[config.mk]
export PLATFORM = sky130hd
export DESIGN_NAME = field_bit_vector_encoder_flat
export DESIGN_NICKNAME = d
export VERILOG_FILES = /design/src/rtl/fbve_pkg.sv /design/src/rtl/fbve_if.sv /design/src/rtl/fbve_cfg_regs.sv /design/src/rtl/fbve_ctrl.sv /design/src/rtl/fbve_dp.sv /design/src/rtl/field_bit_vector_encoder.sv /design/src/flat_wrapper.sv
export SDC_FILE = /design/constraint.sdc
export NUM_CORES = 1
export LEC_CHECK = 0
export ABC_CLOCK_PERIOD_IN_PS = 11700
export BUFFER_PORTS_ARGS = -buffer_cell sky130_fd_sc_hd__buf_2
export CAP_MARGIN = 20
export CELL_PAD_IN_SITES_DETAIL_PLACEMENT = 1
export CELL_PAD_IN_SITES_GLOBAL_PLACEMENT = 2
export CORE_UTILIZATION = 42
export CTS_BUF_LIST = sky130_fd_sc_hd__clkbuf_8
export DETAILED_ROUTE_END_ITERATION = 8
export GPL_TIMING_DRIVEN = 0
export PLACE_DENSITY = 0.85
export SYNTH_ARGS = -nofsm -noshare
export SYNTH_HDL_FRONTEND = slang
export SYNTH_SLANG_ARGS = --single-unit
[constraint.sdc]
create_clock -name i_clk -period 11.7 [get_ports i_clk]
set_input_delay 2.34 -clock i_clk [delete_from_list [all_inputs] [get_ports i_clk]]
set_output_delay 2.34 -clock i_clk [all_outputs]
set_load 0.01 [all_outputs]
[src/rtl/fbve_pkg.sv]
// Field bit vector encoder: shared types, constants and helper functions.
// No dependencies; every other file takes names from here by scope.
package fbve_pkg;

    localparam int PORTS      = 4;
    localparam int VAL_W      = 16;
    localparam int SETUP_W    = 39;
    localparam int IDX_W      = 3;
    localparam int EXP_W      = 4;
    localparam int FC_W       = 3;
    localparam int OB_W       = 9;
    localparam int WORD_W     = 64;
    localparam int P_W        = 6;
    localparam int SB_W       = 5;
    localparam int LEN_RAW_W  = 17;

    typedef enum logic [2:0] {
        ENC_LITERAL    = 3'd0,
        ENC_GRAY       = 3'd1,
        ENC_THERMO     = 3'd2,
        ENC_LOG_THERMO = 3'd3,
        ENC_ONE_HOT    = 3'd4
    } t_enc;

    localparam logic [IDX_W-1:0] REG_FIELD_COUNT  = 3'd0;
    localparam logic [IDX_W-1:0] REG_OUTPUT_BITS  = 3'd1;
    localparam logic [IDX_W-1:0] REG_FIELD0_SETUP = 3'd2;

    localparam logic [FC_W-1:0]    FIELD_COUNT_RST = 3'd1;
    localparam logic [OB_W-1:0]    OUTPUT_BITS_RST = 9'd256;
    localparam logic [SETUP_W-1:0] SETUP_RST       = 39'h08_0001_0000;

    typedef enum logic [1:0] {
        S_IDLE = 2'd0,
        S_PREP = 2'd1,
        S_GEN  = 2'd2
    } t_state;

    typedef struct packed {
        logic start;
        logic prep;
        logic gen;
        logic load;
    } t_cmd;

    typedef struct packed {
        logic prep_last;
        logic word_full;
        logic out_free;
        logic vec_done;
    } t_status;

    // number of significant bits, zero for zero
    function automatic logic [SB_W-1:0] sig_bits(input logic [VAL_W-1:0] x);
        logic [SB_W-1:0] b;
        b = '0;
        for (int i = 0; i < VAL_W; i++) begin
            if (x[i]) begin
                b = SB_W'(i + 1);
            end
        end
        return b;
    endfunction

    function automatic logic code_bit(input t_enc enc, input logic [VAL_W-1:0] val,
                                      input logic [P_W-1:0] p);
        logic [VAL_W-1:0] pe;
        logic             b;
        pe = VAL_W'(p);
        case (enc)
            ENC_ONE_HOT: begin
                b = (pe == val);
            end
            ENC_THERMO, ENC_LOG_THERMO: begin
                b = (pe < val);
            end
            default: begin
                b = (p < P_W'(VAL_W)) ? val[p[3:0]] : 1'b0;
            end
        endcase
        return b;
    endfunction

endpackage

[src/rtl/fbve_if.sv]
// Field bit vector encoder: valid/ready channel interfaces.
// Depends on fbve_pkg for payload widths.
interface fbve_in_if;
    logic                             valid;
    logic                             ready;
    logic signed [fbve_pkg::VAL_W-1:0] value_0;
    logic signed [fbve_pkg::VAL_W-1:0] value_1;
    logic signed [fbve_pkg::VAL_W-1:0] value_2;
    logic signed [fbve_pkg::VAL_W-1:0] value_3;

    modport source (output valid, value_0, value_1, value_2, value_3, input ready);
    modport sink   (input valid, value_0, value_1, value_2, value_3, output ready);
endinterface

interface fbve_out_if;
    logic                        valid;
    logic                        ready;
    logic [fbve_pkg::WORD_W-1:0] word;
    logic                        last;
    logic                        range_error;

    modport source (output valid, word, last, range_error, input ready);
    modport sink   (input valid, word, last, range_error, output ready);
endinterface

interface fbve_cfg_if;
    logic                         valid;
    logic                         ready;
    logic [fbve_pkg::IDX_W-1:0]   index;
    logic [fbve_pkg::SETUP_W-1:0] data;

    modport source (output valid, index, data, input ready);
    modport sink   (input valid, index, data, output ready);
endinterface

[src/rtl/fbve_cfg_regs.sv]
// Field bit vector encoder: configuration register file.
// Depends on fbve_pkg and fbve_cfg_if.
module fbve_cfg_regs (
    input  logic                                          i_clk,
    input  logic                                          i_rst_n,
    fbve_cfg_if.sink                                      i_cfg,
    output logic [fbve_pkg::FC_W-1:0]                     o_field_count,
    output logic [fbve_pkg::OB_W-1:0]                     o_output_bits,
    output logic [fbve_pkg::PORTS-1:0][fbve_pkg::SETUP_W-1:0] o_setup
);

    logic [fbve_pkg::FC_W-1:0]                         r_field_count;
    logic [fbve_pkg::OB_W-1:0]                         r_output_bits;
    logic [fbve_pkg::PORTS-1:0][fbve_pkg::SETUP_W-1:0] r_setup;

    assign i_cfg.ready = 1'b1;

    always_ff @(posedge i_clk) begin
        if (!i_rst_n) begin
            r_field_count <= fbve_pkg::FIELD_COUNT_RST;
            r_output_bits <= fbve_pkg::OUTPUT_BITS_RST;
            for (int i = 0; i < fbve_pkg::PORTS; i++) begin
                r_setup[i] <= fbve_pkg::SETUP_RST;
            end
        end else if (i_cfg.valid) begin
            if (i_cfg.index == fbve_pkg::REG_FIELD_COUNT) begin
                r_field_count <= i_cfg.data[fbve_pkg::FC_W-1:0];
            end
            if (i_cfg.index == fbve_pkg::REG_OUTPUT_BITS) begin
                r_output_bits <= i_cfg.data[fbve_pkg::OB_W-1:0];
            end
            for (int i = 0; i < fbve_pkg::PORTS; i++) begin
                if (i_cfg.index == fbve_pkg::IDX_W'(fbve_pkg::REG_FIELD0_SETUP + i)) begin
                    r_setup[i] <= i_cfg.data;
                end
            end
        end
    end

    assign o_field_count = r_field_count;
    assign o_output_bits = r_output_bits;
    assign o_setup       = r_setup;

endmodule

[src/rtl/fbve_ctrl.sv]
// Field bit vector encoder: sequencing state machine.
// Depends on fbve_pkg (state, command and status types).
module fbve_ctrl (
    input  logic              i_clk,
    input  logic              i_rst_n,
    input  logic              i_in_valid,
    output logic              o_in_ready,
    input  fbve_pkg::t_status i_status,
    output fbve_pkg::t_cmd    o_cmd
);

    fbve_pkg::t_state r_state;
    fbve_pkg::t_state n_state;

    always_ff @(posedge i_clk) begin
        if (!i_rst_n) begin
            r_state <= fbve_pkg::S_IDLE;
        end else begin
            r_state <= n_state;
        end
    end

    always_comb begin
        n_state = r_state;
        case (r_state)
            fbve_pkg::S_IDLE: begin
                if (i_in_valid) begin
                    n_state = fbve_pkg::S_PREP;
                end
            end
            fbve_pkg::S_PREP: begin
                if (i_status.prep_last) begin
                    n_state = fbve_pkg::S_GEN;
                end
            end
            fbve_pkg::S_GEN: begin
                if (i_status.word_full && i_status.out_free && i_status.vec_done) begin
                    n_state = fbve_pkg::S_IDLE;
                end
            end
            default: begin
                n_state = fbve_pkg::S_IDLE;
            end
        endcase
    end

    always_comb begin
        o_cmd      = '0;
        o_in_ready = 1'b0;
        case (r_state)
            fbve_pkg::S_IDLE: begin
                o_in_ready  = 1'b1;
                o_cmd.start = i_in_valid;
            end
            fbve_pkg::S_PREP: begin
                o_cmd.prep = 1'b1;
            end
            fbve_pkg::S_GEN: begin
                o_cmd.gen  = !i_status.word_full;
                o_cmd.load = i_status.word_full && i_status.out_free;
            end
            default: begin
                o_cmd = '0;
            end
        endcase
    end

endmodule

[src/rtl/fbve_dp.sv]
// Field bit vector encoder: field prep, bit interleaver and output register.
// Depends on fbve_pkg; driven by fbve_ctrl commands.
module fbve_dp #(
    parameter int NUM_FIELDS          = 4,
    parameter int MAX_OUT_BITS        = 256,
    parameter int MAX_FIELD_CODE_BITS = 64
) (
    input  logic                                              i_clk,
    input  logic                                              i_rst_n,
    input  fbve_pkg::t_cmd                                    i_cmd,
    output fbve_pkg::t_status                                 o_status,
    input  logic [fbve_pkg::PORTS-1:0][fbve_pkg::VAL_W-1:0]   i_values,
    input  logic [fbve_pkg::FC_W-1:0]                         i_field_count,
    input  logic [fbve_pkg::OB_W-1:0]                         i_output_bits,
    input  logic [fbve_pkg::PORTS-1:0][fbve_pkg::SETUP_W-1:0] i_setup,
    input  logic                                              i_out_ready,
    output logic                                              o_out_valid,
    output logic [fbve_pkg::WORD_W-1:0]                       o_word,
    output logic                                              o_last,
    output logic                                              o_range_error
);

    localparam int FIELDS = (NUM_FIELDS < fbve_pkg::PORTS) ? NUM_FIELDS : fbve_pkg::PORTS;
    localparam int PW     = (FIELDS > 1) ? $clog2(FIELDS) : 1;
    localparam int CW     = $clog2(MAX_OUT_BITS + 1);
    localparam int OBW    = (CW > fbve_pkg::OB_W) ? CW : fbve_pkg::OB_W;
    localparam int LW     = $clog2(MAX_FIELD_CODE_BITS + 1);
    localparam int VW     = fbve_pkg::VAL_W;
    localparam int EW     = fbve_pkg::EXP_W;

    // per-transaction state
    logic [FIELDS-1:0][VW-1:0]  r_vin;
    logic [PW-1:0]              r_nf_m1;
    logic [CW-1:0]              r_nbits;
    logic [PW-1:0]              r_pidx;
    logic                       r_err;
    logic [EW-1:0]              r_maxexp;
    logic                       r_nonzero;
    fbve_pkg::t_enc             r_enc   [FIELDS];
    logic [VW-1:0]              r_cval  [FIELDS];
    logic [LW-1:0]              r_len   [FIELDS];
    logic [LW-1:0]              r_pos   [FIELDS];
    logic [EW-1:0]              r_exp   [FIELDS];
    logic [PW-1:0]              r_fptr;
    logic [EW-1:0]              r_level;
    logic                       r_any;
    logic [CW-1:0]              r_count;
    logic [fbve_pkg::WORD_W-1:0] r_acc;
    logic                       r_word_full;
    logic                       r_vec_last;
    logic                       r_out_valid;
    logic [fbve_pkg::WORD_W-1:0] r_out_word;
    logic                       r_out_last;
    logic                       r_out_err;

    // transaction start
    logic [PW-1:0]  n_nf_m1;
    logic [OBW-1:0] nb_ext;
    logic [CW-1:0]  n_nbits;

    always_comb begin
        if (i_field_count == '0) begin
            n_nf_m1 = '0;
        end else if (int'(i_field_count) > FIELDS) begin
            n_nf_m1 = PW'(FIELDS - 1);
        end else begin
            n_nf_m1 = PW'(i_field_count - 1'b1);
        end
        nb_ext = OBW'(i_output_bits);
        if (nb_ext == '0) begin
            n_nbits = CW'(1);
        end else if (nb_ext > OBW'(MAX_OUT_BITS)) begin
            n_nbits = CW'(MAX_OUT_BITS);
        end else begin
            n_nbits = CW'(nb_ext);
        end
    end

    // field prep, one field a cycle
    logic [FIELDS-1:0][fbve_pkg::SETUP_W-1:0] setup_f;
    logic [fbve_pkg::SETUP_W-1:0]             setup;
    logic signed [VW-1:0]                     lo, hi, hi_eff, v, vc;
    logic [fbve_pkg::LEN_RAW_W-1:0]           rng17, off17, len_raw;
    logic [VW-1:0]                            rng, off;
    fbve_pkg::t_enc                           enc;
    logic                                     thermo, v_hi, v_lo, err_f;
    logic [VW-1:0]                            n_cval;
    logic [LW-1:0]                            n_len;
    logic [EW-1:0]                            n_exp;

    always_comb begin
        for (int i = 0; i < FIELDS; i++) begin
            setup_f[i] = i_setup[i];
        end
        setup  = setup_f[r_pidx];
        lo     = setup[15:0];
        hi     = setup[31:16];
        hi_eff = (hi < lo) ? lo : hi;
        v      = r_vin[r_pidx];
        rng17  = {hi_eff[VW-1], hi_eff} - {lo[VW-1], lo};
        rng    = rng17[VW-1:0];
        if (setup[34:32] > fbve_pkg::ENC_ONE_HOT) begin
            enc = fbve_pkg::ENC_LITERAL;
        end else begin
            enc = fbve_pkg::t_enc'(setup[34:32]);
        end
        thermo = (enc == fbve_pkg::ENC_THERMO) || (enc == fbve_pkg::ENC_LOG_THERMO);
        v_hi   = (v > hi_eff);
        v_lo   = (v < lo);
        vc     = v_hi ? hi_eff : (v_lo ? lo : v);
        err_f  = (v_hi && !thermo) || v_lo;
        off17  = {vc[VW-1], vc} - {lo[VW-1], lo};
        off    = off17[VW-1:0];
        case (enc)
            fbve_pkg::ENC_GRAY: begin
                n_cval  = off ^ (off >> 1);
                len_raw = fbve_pkg::LEN_RAW_W'(fbve_pkg::sig_bits(rng));
            end
            fbve_pkg::ENC_THERMO: begin
                n_cval  = off;
                len_raw = {1'b0, rng};
            end
            fbve_pkg::ENC_LOG_THERMO: begin
                n_cval  = VW'(fbve_pkg::sig_bits(off));
                len_raw = fbve_pkg::LEN_RAW_W'(fbve_pkg::sig_bits(rng));
            end
            fbve_pkg::ENC_ONE_HOT: begin
                n_cval  = off;
                len_raw = {1'b0, rng} + 1'b1;
            end
            default: begin
                n_cval  = off;
                len_raw = fbve_pkg::LEN_RAW_W'(fbve_pkg::sig_bits(rng));
            end
        endcase
        if (len_raw > fbve_pkg::LEN_RAW_W'(MAX_FIELD_CODE_BITS)) begin
            n_len = LW'(MAX_FIELD_CODE_BITS);
        end else begin
            n_len = LW'(len_raw);
        end
        n_exp = (setup[38:35] == '0) ? EW'(1) : setup[38:35];
    end

    // interleaver slot for field r_fptr
    logic                   elig, code, emit, round_end, any_round;
    logic [LW-1:0]          pos_m1;
    logic [CW-1:0]          cnt_next;
    logic [EW-1:0]          level_next;

    always_comb begin
        elig       = (r_exp[r_fptr] >= r_level) && (r_pos[r_fptr] != '0);
        pos_m1     = r_pos[r_fptr] - 1'b1;
        code       = fbve_pkg::code_bit(r_enc[r_fptr], r_cval[r_fptr],
                                        fbve_pkg::P_W'(pos_m1));
        emit       = !r_nonzero || elig;
        cnt_next   = CW'(r_count + 1'b1);
        round_end  = (r_fptr == r_nf_m1);
        any_round  = r_any || elig;
        level_next = (r_level == r_maxexp) ? EW'(1) : EW'(r_level + 1'b1);
    end

    always_ff @(posedge i_clk) begin
        if (!i_rst_n) begin
            r_word_full <= 1'b0;
            r_out_valid <= 1'b0;
        end else begin
            if (i_cmd.start) begin
                for (int i = 0; i < FIELDS; i++) begin
                    r_vin[i] <= i_values[i];
                end
                r_nf_m1     <= n_nf_m1;
                r_nbits     <= n_nbits;
                r_pidx      <= '0;
                r_err       <= 1'b0;
                r_maxexp    <= EW'(1);
                r_nonzero   <= 1'b0;
                r_fptr      <= '0;
                r_level     <= EW'(1);
                r_any       <= 1'b0;
                r_count     <= '0;
                r_acc       <= '0;
                r_word_full <= 1'b0;
                r_vec_last  <= 1'b0;
            end
            if (i_cmd.prep) begin
                r_enc[r_pidx]  <= enc;
                r_cval[r_pidx] <= n_cval;
                r_len[r_pidx]  <= n_len;
                r_pos[r_pidx]  <= n_len;
                r_exp[r_pidx]  <= n_exp;
                r_err          <= r_err || err_f;
                if (n_exp > r_maxexp) begin
                    r_maxexp <= n_exp;
                end
                if (n_len != '0) begin
                    r_nonzero <= 1'b1;
                end
                r_pidx <= PW'(r_pidx + 1'b1);
            end
            if (i_cmd.gen) begin
                if (emit) begin
                    r_acc[r_count[5:0]] <= code && r_nonzero;
                    r_count             <= cnt_next;
                    r_vec_last          <= (cnt_next == r_nbits);
                    if ((r_count[5:0] == 6'd63) || (cnt_next == r_nbits)) begin
                        r_word_full <= 1'b1;
                    end
                end
                if (r_nonzero) begin
                    if (elig) begin
                        r_pos[r_fptr] <= pos_m1;
                    end
                    if (round_end) begin
                        r_fptr <= '0;
                        r_any  <= 1'b0;
                        if (!any_round) begin
                            r_level <= level_next;
                            for (int i = 0; i < FIELDS; i++) begin
                                r_pos[i] <= r_len[i];
                            end
                        end
                    end else begin
                        r_fptr <= PW'(r_fptr + 1'b1);
                        r_any  <= any_round;
                    end
                end
            end
            if (i_cmd.load) begin
                r_out_word  <= r_acc;
                r_out_last  <= r_vec_last;
                r_out_err   <= r_err;
                r_acc       <= '0;
                r_word_full <= 1'b0;
                r_out_valid <= 1'b1;
            end else if (i_out_ready) begin
                r_out_valid <= 1'b0;
            end
        end
    end

    assign o_status.prep_last = (r_pidx == r_nf_m1);
    assign o_status.word_full = r_word_full;
    assign o_status.out_free  = !r_out_valid || i_out_ready;
    assign o_status.vec_done  = r_vec_last;

    assign o_out_valid   = r_out_valid;
    assign o_word        = r_out_word;
    assign o_last        = r_out_last;
    assign o_range_error = r_out_err;

endmodule

[src/rtl/field_bit_vector_encoder.sv]
// Field bit vector encoder: top level.
// Depends on fbve_pkg, fbve_if, fbve_cfg_regs, fbve_ctrl and fbve_dp.
//
// Channels: i_in carries one transaction of four signed 16-bit values;
// o_out returns the vector in 64-bit words, one or more per transaction, first vector
// bit in bit 0, with last set on the final word and range_error repeated on
// every word; i_cfg writes one register by index and is always ready.
// Sequence: the input is taken, then codes are prepared one field at a time
// for each field in use, then the interleaver visits one slot at a time. With
// every field still feeding the current pass and no full word waiting, one
// vector bit is produced per cycle; a slot for a field that has run out or sits
// below the pass level yields no bit, and a pass that yields no bit costs one
// round of slots. A full word, or one with the last bit, then moves to the output register.
// Throughput: one transaction at a time; a new input is taken once the last
// word has been moved into the output register, so input and output overlap.
// Receiver stall: the generator halts with a full word until the output
// register frees up; nothing is dropped.
// Reset: state returns to idle, output valid drops and the configuration registers take
// their reset values in the same cycle; there is no clearing pass.
module field_bit_vector_encoder #(
    parameter int NUM_FIELDS          = 4,
    parameter int MAX_OUT_BITS        = 256,
    parameter int MAX_FIELD_CODE_BITS = 64
) (
    input  logic         i_clk,
    input  logic         i_rst_n,
    fbve_in_if.sink      i_in,
    fbve_out_if.source   o_out,
    fbve_cfg_if.sink     i_cfg
);

    logic [fbve_pkg::FC_W-1:0]                         field_count;
    logic [fbve_pkg::OB_W-1:0]                         output_bits;
    logic [fbve_pkg::PORTS-1:0][fbve_pkg::SETUP_W-1:0] setup;
    logic [fbve_pkg::PORTS-1:0][fbve_pkg::VAL_W-1:0]   values;
    fbve_pkg::t_cmd                                    cmd;
    fbve_pkg::t_status                                 status;
    logic                                              in_ready;

    assign values[0]  = i_in.value_0;
    assign values[1]  = i_in.value_1;
    assign values[2]  = i_in.value_2;
    assign values[3]  = i_in.value_3;
    assign i_in.ready = in_ready;

    fbve_cfg_regs u_cfg (
        .i_clk         (i_clk),
        .i_rst_n       (i_rst_n),
        .i_cfg         (i_cfg),
        .o_field_count (field_count),
        .o_output_bits (output_bits),
        .o_setup       (setup)
    );

    fbve_ctrl u_ctrl (
        .i_clk      (i_clk),
        .i_rst_n    (i_rst_n),
        .i_in_valid (i_in.valid),
        .o_in_ready (in_ready),
        .i_status   (status),
        .o_cmd      (cmd)
    );

    fbve_dp #(
        .NUM_FIELDS          (NUM_FIELDS),
        .MAX_OUT_BITS        (MAX_OUT_BITS),
        .MAX_FIELD_CODE_BITS (MAX_FIELD_CODE_BITS)
    ) u_dp (
        .i_clk         (i_clk),
        .i_rst_n       (i_rst_n),
        .i_cmd         (cmd),
        .o_status      (status),
        .i_values      (values),
        .i_field_count (field_count),
        .i_output_bits (output_bits),
        .i_setup       (setup),
        .i_out_ready   (o_out.ready),
        .o_out_valid   (o_out.valid),
        .o_word        (o_out.word),
        .o_last        (o_out.last),
        .o_range_error (o_out.range_error)
    );

endmodule

[src/flat_wrapper.sv]
// flat-port wrapper written by rule: the top's interface ports become plain ports
module field_bit_vector_encoder_flat 
#(
    parameter int NUM_FIELDS          = 4,
    parameter int MAX_OUT_BITS        = 256,
    parameter int MAX_FIELD_CODE_BITS = 64
)
  (i_clk, i_rst_n, i_in_valid, i_in_value_0, i_in_value_1, i_in_value_2, i_in_value_3, i_in_ready, o_out_valid, o_out_word, o_out_last, o_out_range_error, o_out_ready, i_cfg_valid, i_cfg_index, i_cfg_data, i_cfg_ready);
  fbve_in_if i_in_i ();
  fbve_out_if o_out_i ();
  fbve_cfg_if i_cfg_i ();
  input  logic i_clk;
  input  logic i_rst_n;
  input wire logic [$bits(i_in_i.valid)-1:0] i_in_valid;
  input wire logic [$bits(i_in_i.value_0)-1:0] i_in_value_0;
  input wire logic [$bits(i_in_i.value_1)-1:0] i_in_value_1;
  input wire logic [$bits(i_in_i.value_2)-1:0] i_in_value_2;
  input wire logic [$bits(i_in_i.value_3)-1:0] i_in_value_3;
  output wire logic [$bits(i_in_i.ready)-1:0] i_in_ready;
  output wire logic [$bits(o_out_i.valid)-1:0] o_out_valid;
  output wire logic [$bits(o_out_i.word)-1:0] o_out_word;
  output wire logic [$bits(o_out_i.last)-1:0] o_out_last;
  output wire logic [$bits(o_out_i.range_error)-1:0] o_out_range_error;
  input wire logic [$bits(o_out_i.ready)-1:0] o_out_ready;
  input wire logic [$bits(i_cfg_i.valid)-1:0] i_cfg_valid;
  input wire logic [$bits(i_cfg_i.index)-1:0] i_cfg_index;
  input wire logic [$bits(i_cfg_i.data)-1:0] i_cfg_data;
  output wire logic [$bits(i_cfg_i.ready)-1:0] i_cfg_ready;
  assign i_in_i.valid = i_in_valid;
  assign i_in_i.value_0 = i_in_value_0;
  assign i_in_i.value_1 = i_in_value_1;
  assign i_in_i.value_2 = i_in_value_2;
  assign i_in_i.value_3 = i_in_value_3;
  assign i_in_ready = i_in_i.ready;
  assign o_out_valid = o_out_i.valid;
  assign o_out_word = o_out_i.word;
  assign o_out_last = o_out_i.last;
  assign o_out_range_error = o_out_i.range_error;
  assign o_out_i.ready = o_out_ready;
  assign i_cfg_i.valid = i_cfg_valid;
  assign i_cfg_i.index = i_cfg_index;
  assign i_cfg_i.data = i_cfg_data;
  assign i_cfg_ready = i_cfg_i.ready;
  field_bit_vector_encoder #(.NUM_FIELDS(NUM_FIELDS), .MAX_OUT_BITS(MAX_OUT_BITS), .MAX_FIELD_CODE_BITS(MAX_FIELD_CODE_BITS)) u_core (.i_clk(i_clk), .i_rst_n(i_rst_n), .i_in(i_in_i), .o_out(o_out_i), .i_cfg(i_cfg_i));
endmodule
==> metrics.txt, run 1 <==
status=finished clean; Hold Slack=0.450 ns; hpwl dp=roughly 63000 um; Detailed Routing Iterations Pass 1=5; nature of the critical path endpoint=flop; Crit path max-delay family=compound AO/OA/AOI/OAI gates; initial core utilization=42.8%; Worst path max stage delay=0.70 ns; Max H-tree Level=3; crit path time final=roughly 11 ns; WL final=a little under 90000 um; final setup margin=between 0.5 and 0.6 ns; Crit Path Category=flop to flop; GRT overflow=0; max_slew headroom=between 30% and 40%; hold_buf cts=0; clock slew at reported path FFs=around 0.060 ns; max-slew violation count=0; pwr/cell area=between 150 and 200 nW/um^2; Tcrit/Tclk final=between 90% and 100%; Hold Path Class=flop to flop; std cell rows=93; post-layout util=48.9%; clk root buf=clkbuf_8; Area after DPL=between 20000 and 30000 sq um; Leakage=0.0112 uW; I/O pins=180; Worst Path Required=~12 ns; Core Area=about 65000 sq um; number of global-route vias before repair=roughly 23000; gpl congestion=slightly below 0.9; TritonCTS Buffers=94; Critical Path Fanout Max=10; Syn Area/Cell=around 11 sq um; Peak Freq=89.7 MHz; die height=259 um; Clock Skews=about 0.052 ns; Routed Antenna Nets=0; share of cells above drive strength 1=16.3%; global-route wire length before repair=133000 um; nets=~3000; Synth async-reset ratio=0%; CP arrival=around 12 ns; worst-skew pair later-pin latency=approximately 0.74 ns; total die area=67100 sq um; Syn Nets=around 2700; total number of vias=21600; RSZ-0062 raised after global routing=no; Synth cell types=86; Die X=~260 um; cell count after synthesis=2525; CP Launch Type=flop; WL/cell=between 20 and 25 um; Fin. Hold Viols=0; MaxCap Viol Count=0; Setup Viol. Count Final=0; largest net degree at the start of global routing=69; yosys warns=0; top_reg_cell synth=edfxtp_1; CP bufs+invs=9; Worst-Margin Slew=a little over 1 ns; sequential area share after synthesis=53.5%; vias per cell=between 5 and 6; Peak VDD IR=approximately 94 uV; count of flip-flops with a built-in enable after synthesis=~380; DRC Markers=0; initial DRC count=1452; Tot Pwr=approximately 6000 uW; Mapped Area=~28000 sq um; clk sinks=552; GRT Overall Usage=25.7%; synthesis-to-finish area growth=14.1%; Critical Path Slowest Stage Cell=mux4_2; #FFs+latches synth=about 550; Final Cell Area=roughly 32000 sq um; initial antenna violation count=7; cell repeated most along the worst path=a21oi_1; clk buf depth=3; worst slack, placed=-0.00277 ns; IO buf count=roughly 180; CTS tree=done
## logic make-up after synthesis
family | Yosys count | share of synthesized area [%]
AOI/OAI and AO/OA | 582 | 13.2
xor gates and xnor gates | 65 | 2.05
adders and majority gates | 108 | 4.92
buffers and inverters | 228 | 3.19
DFF | 552 | 53.5
muxes | 134 | 8.99
other | 1 | 0.0135
and+or+nand+nor | 855 | 14.2
## layout by cell type (no fill, tap or decap), types with 38 or more instances in the layout
cell / n
nand2_1: 462
edfxtp_1: 378
a21oi_1: 278
buf_2: 187
dfxtp_1: 174
clkbuf_1: 118
inv_1: 111
ha_1: 106
clkbuf_8: 102
mux4_2: 90
nor2_1: 81
nand3_1: 67
o21ai_0: 65
o211ai_1: 64
or3_1: 58
o21a_1: 38
xnor2_1: 38
## cells in the mapped netlist (all sizes together), types with 19 or more instances
master  instances  area [sq um]
a21o           26           195
a21oi         279          1400
and2           20           125
buf            28           135
clkbuf        122           458
dfxtp         174          3480
edfxtp        378         11400
ha            106          1330
inv            78           293
mux2           21           236
mux2i          23           230
mux4           90          2030
nand2         462          1730
nand2b         23           144
nand3          68           353
nand4          30           188
nor2           82           308
nor2b          19           119
nor3           33           165
o211ai         64           480
o21a           38           285
o21ai          66           330
or3            59           374
xnor2          38           333
xor2           27           236
## layout make-up
cell class              count  area [sq um]
multi-input cells        1745         12100
repair buffers            185          1030
diodes                      4          10.0
clock inverters            71           343
clock buffers             102          1400
plain buffers             150           612
inverters                  78           295
well taps                 855          1070
flip-flops and latches    552         14800
fillers                  7131         33100
## sequential cells by signal (all words and copies together), names as in the netlist, 2 cells and up, named ones only
signal,count
u_core.u_dp.r_enc,12
u_core.u_ctrl.r_state,2
u_core.u_dp.r_count,9
u_core.u_cfg.o_output_bits,9
u_core.u_dp.r_pidx,2
u_core.u_dp.r_nf_m1,2
u_core.u_dp.r_nbits,9
u_core.u_dp.r_cval,64
u_core.u_cfg.o_field_count,3
u_core.u_cfg.o_setup,156
u_core.u_dp.r_len,28
u_core.u_dp.r_acc,64
u_core.u_dp.r_level,4
u_core.u_dp.r_exp,16
u_core.u_dp.r_pos,28
u_core.u_dp.r_fptr,2
u_core.u_dp.o_word,64
u_core.u_dp.r_maxexp,4
u_core.u_dp.r_vin,64
## routing by layer
metal	vias up	GRT usage, %	routed length [um]
met2	591	44.5	43100
li1	9941	-	-
met1	10900	32.6	36100
met3	145	3.62	4680
met5	-	0	45
met4	6	9.93	2650
## worst paths after layout
check | startpoint | to | slack, ns | depth (start not counted)
worst min register to register | u_core.u_dp.r_acc[37]$_SDFFCE_PP0P_ | u_core.u_dp.o_word[37]$_DFFE_PP_ | 0.45 | 0
worst max-delay path | u_core.u_dp.r_pidx[0]$_SDFFCE_PN0P_ | u_core.u_dp.r_cval[2][2]$_DFFE_PP_ | 0.56 | 39
worst max register to register | u_core.u_dp.r_pidx[0]$_SDFFCE_PN0P_ | u_core.u_dp.r_cval[2][2]$_DFFE_PP_ | 0.56 | 39
worst min-delay path | u_core.u_dp.r_acc[37]$_SDFFCE_PP0P_ | u_core.u_dp.o_word[37]$_DFFE_PP_ | 0.45 | 0
## timing repair
action | CTS | global route
setup buffers | 0 | 0
hold endpoints to repair | 0 | 0
gates resized for setup | 4 | 11
endpoints found under the setup margin | 4 | 20
## where the power goes
part	leakage (uW)	switching (uW)	internal, uW	total (uW)
registers	0.00497	45.6	2340	2380
clock network	0.00102	830	813	1640
logic	0.00523	1170	680	1850
## through the flow
| stage | setup TNS (ns) | std cells |
|---|---|---|
| floorplan | 0 | 2525 |
| global placement | 0 | 3558 |
| detailed placement | -0.0110 | 3565 |
| CTS | 0 | 3738 |
| global route | 0 | 3739 |
| finish | 0 | 3742 |
Note: power is estimated with default switching activity, not from simulation.
==> run 2: changes to the inputs <==
--- a/config.mk
+++ b/config.mk
@@ -7,7 +7,6 @@
 export LEC_CHECK = 0
 export ABC_CLOCK_PERIOD_IN_PS = 11700
 export BUFFER_PORTS_ARGS = -buffer_cell sky130_fd_sc_hd__buf_2
-export CAP_MARGIN = 20
 export CELL_PAD_IN_SITES_DETAIL_PLACEMENT = 1
 export CELL_PAD_IN_SITES_GLOBAL_PLACEMENT = 2
 export CORE_UTILIZATION = 42
==> constraint.sdc (replaced) <==
create_clock -name i_clk -period 11.7 [get_ports i_clk]
set_input_delay 3.51 -clock i_clk [delete_from_list [all_inputs] [get_ports i_clk]]
set_output_delay 3.51 -clock i_clk [all_outputs]
set_load 0.01 [all_outputs]
==> run 2 against run 1 <==
- final cell count shrank 0.19%
- largest power group unchanged
- largest cell class unchanged
- clock power is essentially flat
- register-to-register slack improved by 0.15 ns
- highest routed layer unchanged
- die area unchanged
- critical path type unchanged
==> metrics.txt, run 2 (synthesized netlist as in run 1, its figures left out) <==
status=finished clean (unchanged); Fin. Hold Viols=0 (unchanged); I/O pins=180 (unchanged); initial antenna violation count=7 (unchanged); initial core utilization=42.8% (unchanged); initial DRC count=1249 (was 1452); Peak Freq=90.9 MHz (was 89.7 MHz); std cell rows=93 (unchanged); total die area=67100 sq um (unchanged); Core Area=64800 sq um (unchanged); die height=259 um (unchanged); DRC Markers=0 (unchanged); share of cells above drive strength 1=16.3% (about the same); most frequent cells in the layout=462 x nand2_1, 378 x edfxtp_1, 278 x a21oi_1 (unchanged); Fillers=7120 (was 7131); hold_buf cts=0 (unchanged); Largest register FFs=156 (unchanged); Routed Antenna Nets=0 (unchanged); Detailed Routing Iterations Pass 1=5 (unchanged); Hold Path Class=flop to flop (unchanged); RSZ-0062 raised after global routing=no (unchanged); max-slew violation count=0 (unchanged); Max H-tree Level=3 (unchanged); IO buf count=178 (unchanged); Worst-Margin Slew=1.28 ns (was 1.03 ns); post-layout util=48.8% (was 48.9%); clk root buf=clkbuf_8 (unchanged); TritonCTS Buffers=94 (unchanged); Critical Path Slowest Stage Cell=mux4_2 (unchanged); clk buf depth=3 (unchanged); Worst Path Required=12.14 ns (was 12.15 ns); Crit Path Category=flop to flop (unchanged); largest net degree at the start of global routing=69 (unchanged); Worst path max stage delay=0.70 ns (about the same); WL final=86200 um (was 86600 um); gpl congestion=0.884 (unchanged); synthesis-to-finish area growth=14.0% (was 14.1%); Peak VDD IR=83.5 uV (was 94.4 uV); GRT overflow=0 (unchanged); nature of the critical path endpoint=flop (unchanged); Die X=259 um (unchanged); Leakage=0.0112 uW (about the same); WL/cell=23.1 um (about the same); Crit path max-delay family=compound AO/OA/AOI/OAI gates (unchanged); crit path time final=11.00 ns (was 11.14 ns); global-route wire length before repair=132000 um (was 133000 um); nets=3022 (was 3025); setup TNS=0 ns (unchanged); worst-skew pair later-pin latency=0.73 ns (was 0.74 ns); clk sinks=552 (unchanged); commonest non-fill, non-tap cell in the layout=nand2_1 (unchanged); clock slew at reported path FFs=0.06 ns (about the same); Tcrit/Tclk final=94.0% (was 95.3%); total number of vias=21500 (was 21600); Critical Path Fanout Max=10 (unchanged); CP bufs+invs=8 (was 9); CP arrival=11.44 ns (was 11.59 ns); CTS tree=done (unchanged); hpwl dp=63400 um (about the same); number of global-route vias before repair=22800 (was 22900); Area after DPL=29800 sq um (was 29900 sq um); vias per cell=5.77 (about the same); max_slew headroom=13.9% (was 30.8%); MaxCap Viol Count=0 (unchanged); Setup Viol. Count Final=0 (unchanged); Final Cell Area=31600 sq um (was 31700 sq um); CP Launch Type=flop (unchanged); Clock Skews=0.0580 ns (was 0.0522 ns); GRT Overall Usage=25.7% (about the same); pwr/cell area=186 nW/um^2 (about the same); cell repeated most along the worst path=a21oi_1 (unchanged)
[run 2: cell type report]
type | instances | area [sq um] | share of cell area [%]
sequential | 552 | 14800 | 46.9
tap | 855 | 1070 | 3.38
clock inverter | 66 | 339 | 1.07
clock buffer | 104 | 1430 | 4.52
inverter | 78 | 295 | 0.933
buffer | 150 | 606 | 1.91
timing repair buffer | 182 | 996 | 3.15
multi-input combinational | 1745 | 12100 | 38.1
antenna | 3 | 7.51 | 0.0237
[run 2: metrics by stage]
stage	cells	worst slack (ns)	total power (uW)	hold WS [ns]
6_report	3735	0.701	5890	0.454
5_1_grt	3733	0.0436	6170	0.452
4_1_cts	3732	0.0285	5900	0.454
3_5_place_dp	3562	0.00611	4230	0.437
3_3_place_gp	3558	0.355	4130	0.437
2_1_floorplan	2525	2.80	3680	0.426
[run 2: worst paths after layout]
| kind | cells after the start | endpoint | from | slack (ns) |
|---|---|---|---|---|
| setup reg to reg | 37 | u_core.u_dp.r_cval[0][2]$_DFFE_PP_ | u_core.u_dp.r_pidx[0]$_SDFFCE_PN0P_ | 0.70 |
| setup / recovery | 37 | u_core.u_dp.r_cval[0][2]$_DFFE_PP_ | u_core.u_dp.r_pidx[0]$_SDFFCE_PN0P_ | 0.70 |
| hold reg to reg | 0 | u_core.u_dp.o_word[15]$_DFFE_PP_ | u_core.u_dp.r_acc[15]$_SDFFCE_PP0P_ | 0.45 |
| hold / removal | 0 | u_core.u_dp.o_word[15]$_DFFE_PP_ | u_core.u_dp.r_acc[15]$_SDFFCE_PP0P_ | 0.45 |
[run 2: power breakdown]
group	total (uW)	internal [uW]	leakage, uW	switching, uW
registers	2380	2340	0.00497	45.7
clock network	1660	841	0.00103	820
logic	1840	677	0.00521	1170
[run 2: worst register-to-register path, delay by kind of cell (launching register included)]
family,cells,cell delay [ns]
AO/OA/AOI/OAI,14,2.94
XOR/XNOR,2,0.74
adder cells (fa/ha/maj),4,1.23
buffers and inverters,8,2.80
flip-flops,1,0.39
multiplexers,2,1.17
AND/OR/NAND/NOR,7,1.46
[run 2: layer usage]
metal / vias up / routed length [um] / global-route usage (%)
li1: 9936 / - / -
met1: 10800 / 36000 / 32.3
met2: 592 / 42500 / 43.9
met3: 157 / 4580 / 3.98
met4: 8 / 3080 / 10.7
met5: - / 54 / 0
[run 2: repair_timing]
item                       4_1_cts  5_1_grt
setup endpoints to repair        4       44
resized for setup                2       12
buffers inserted                 0        0
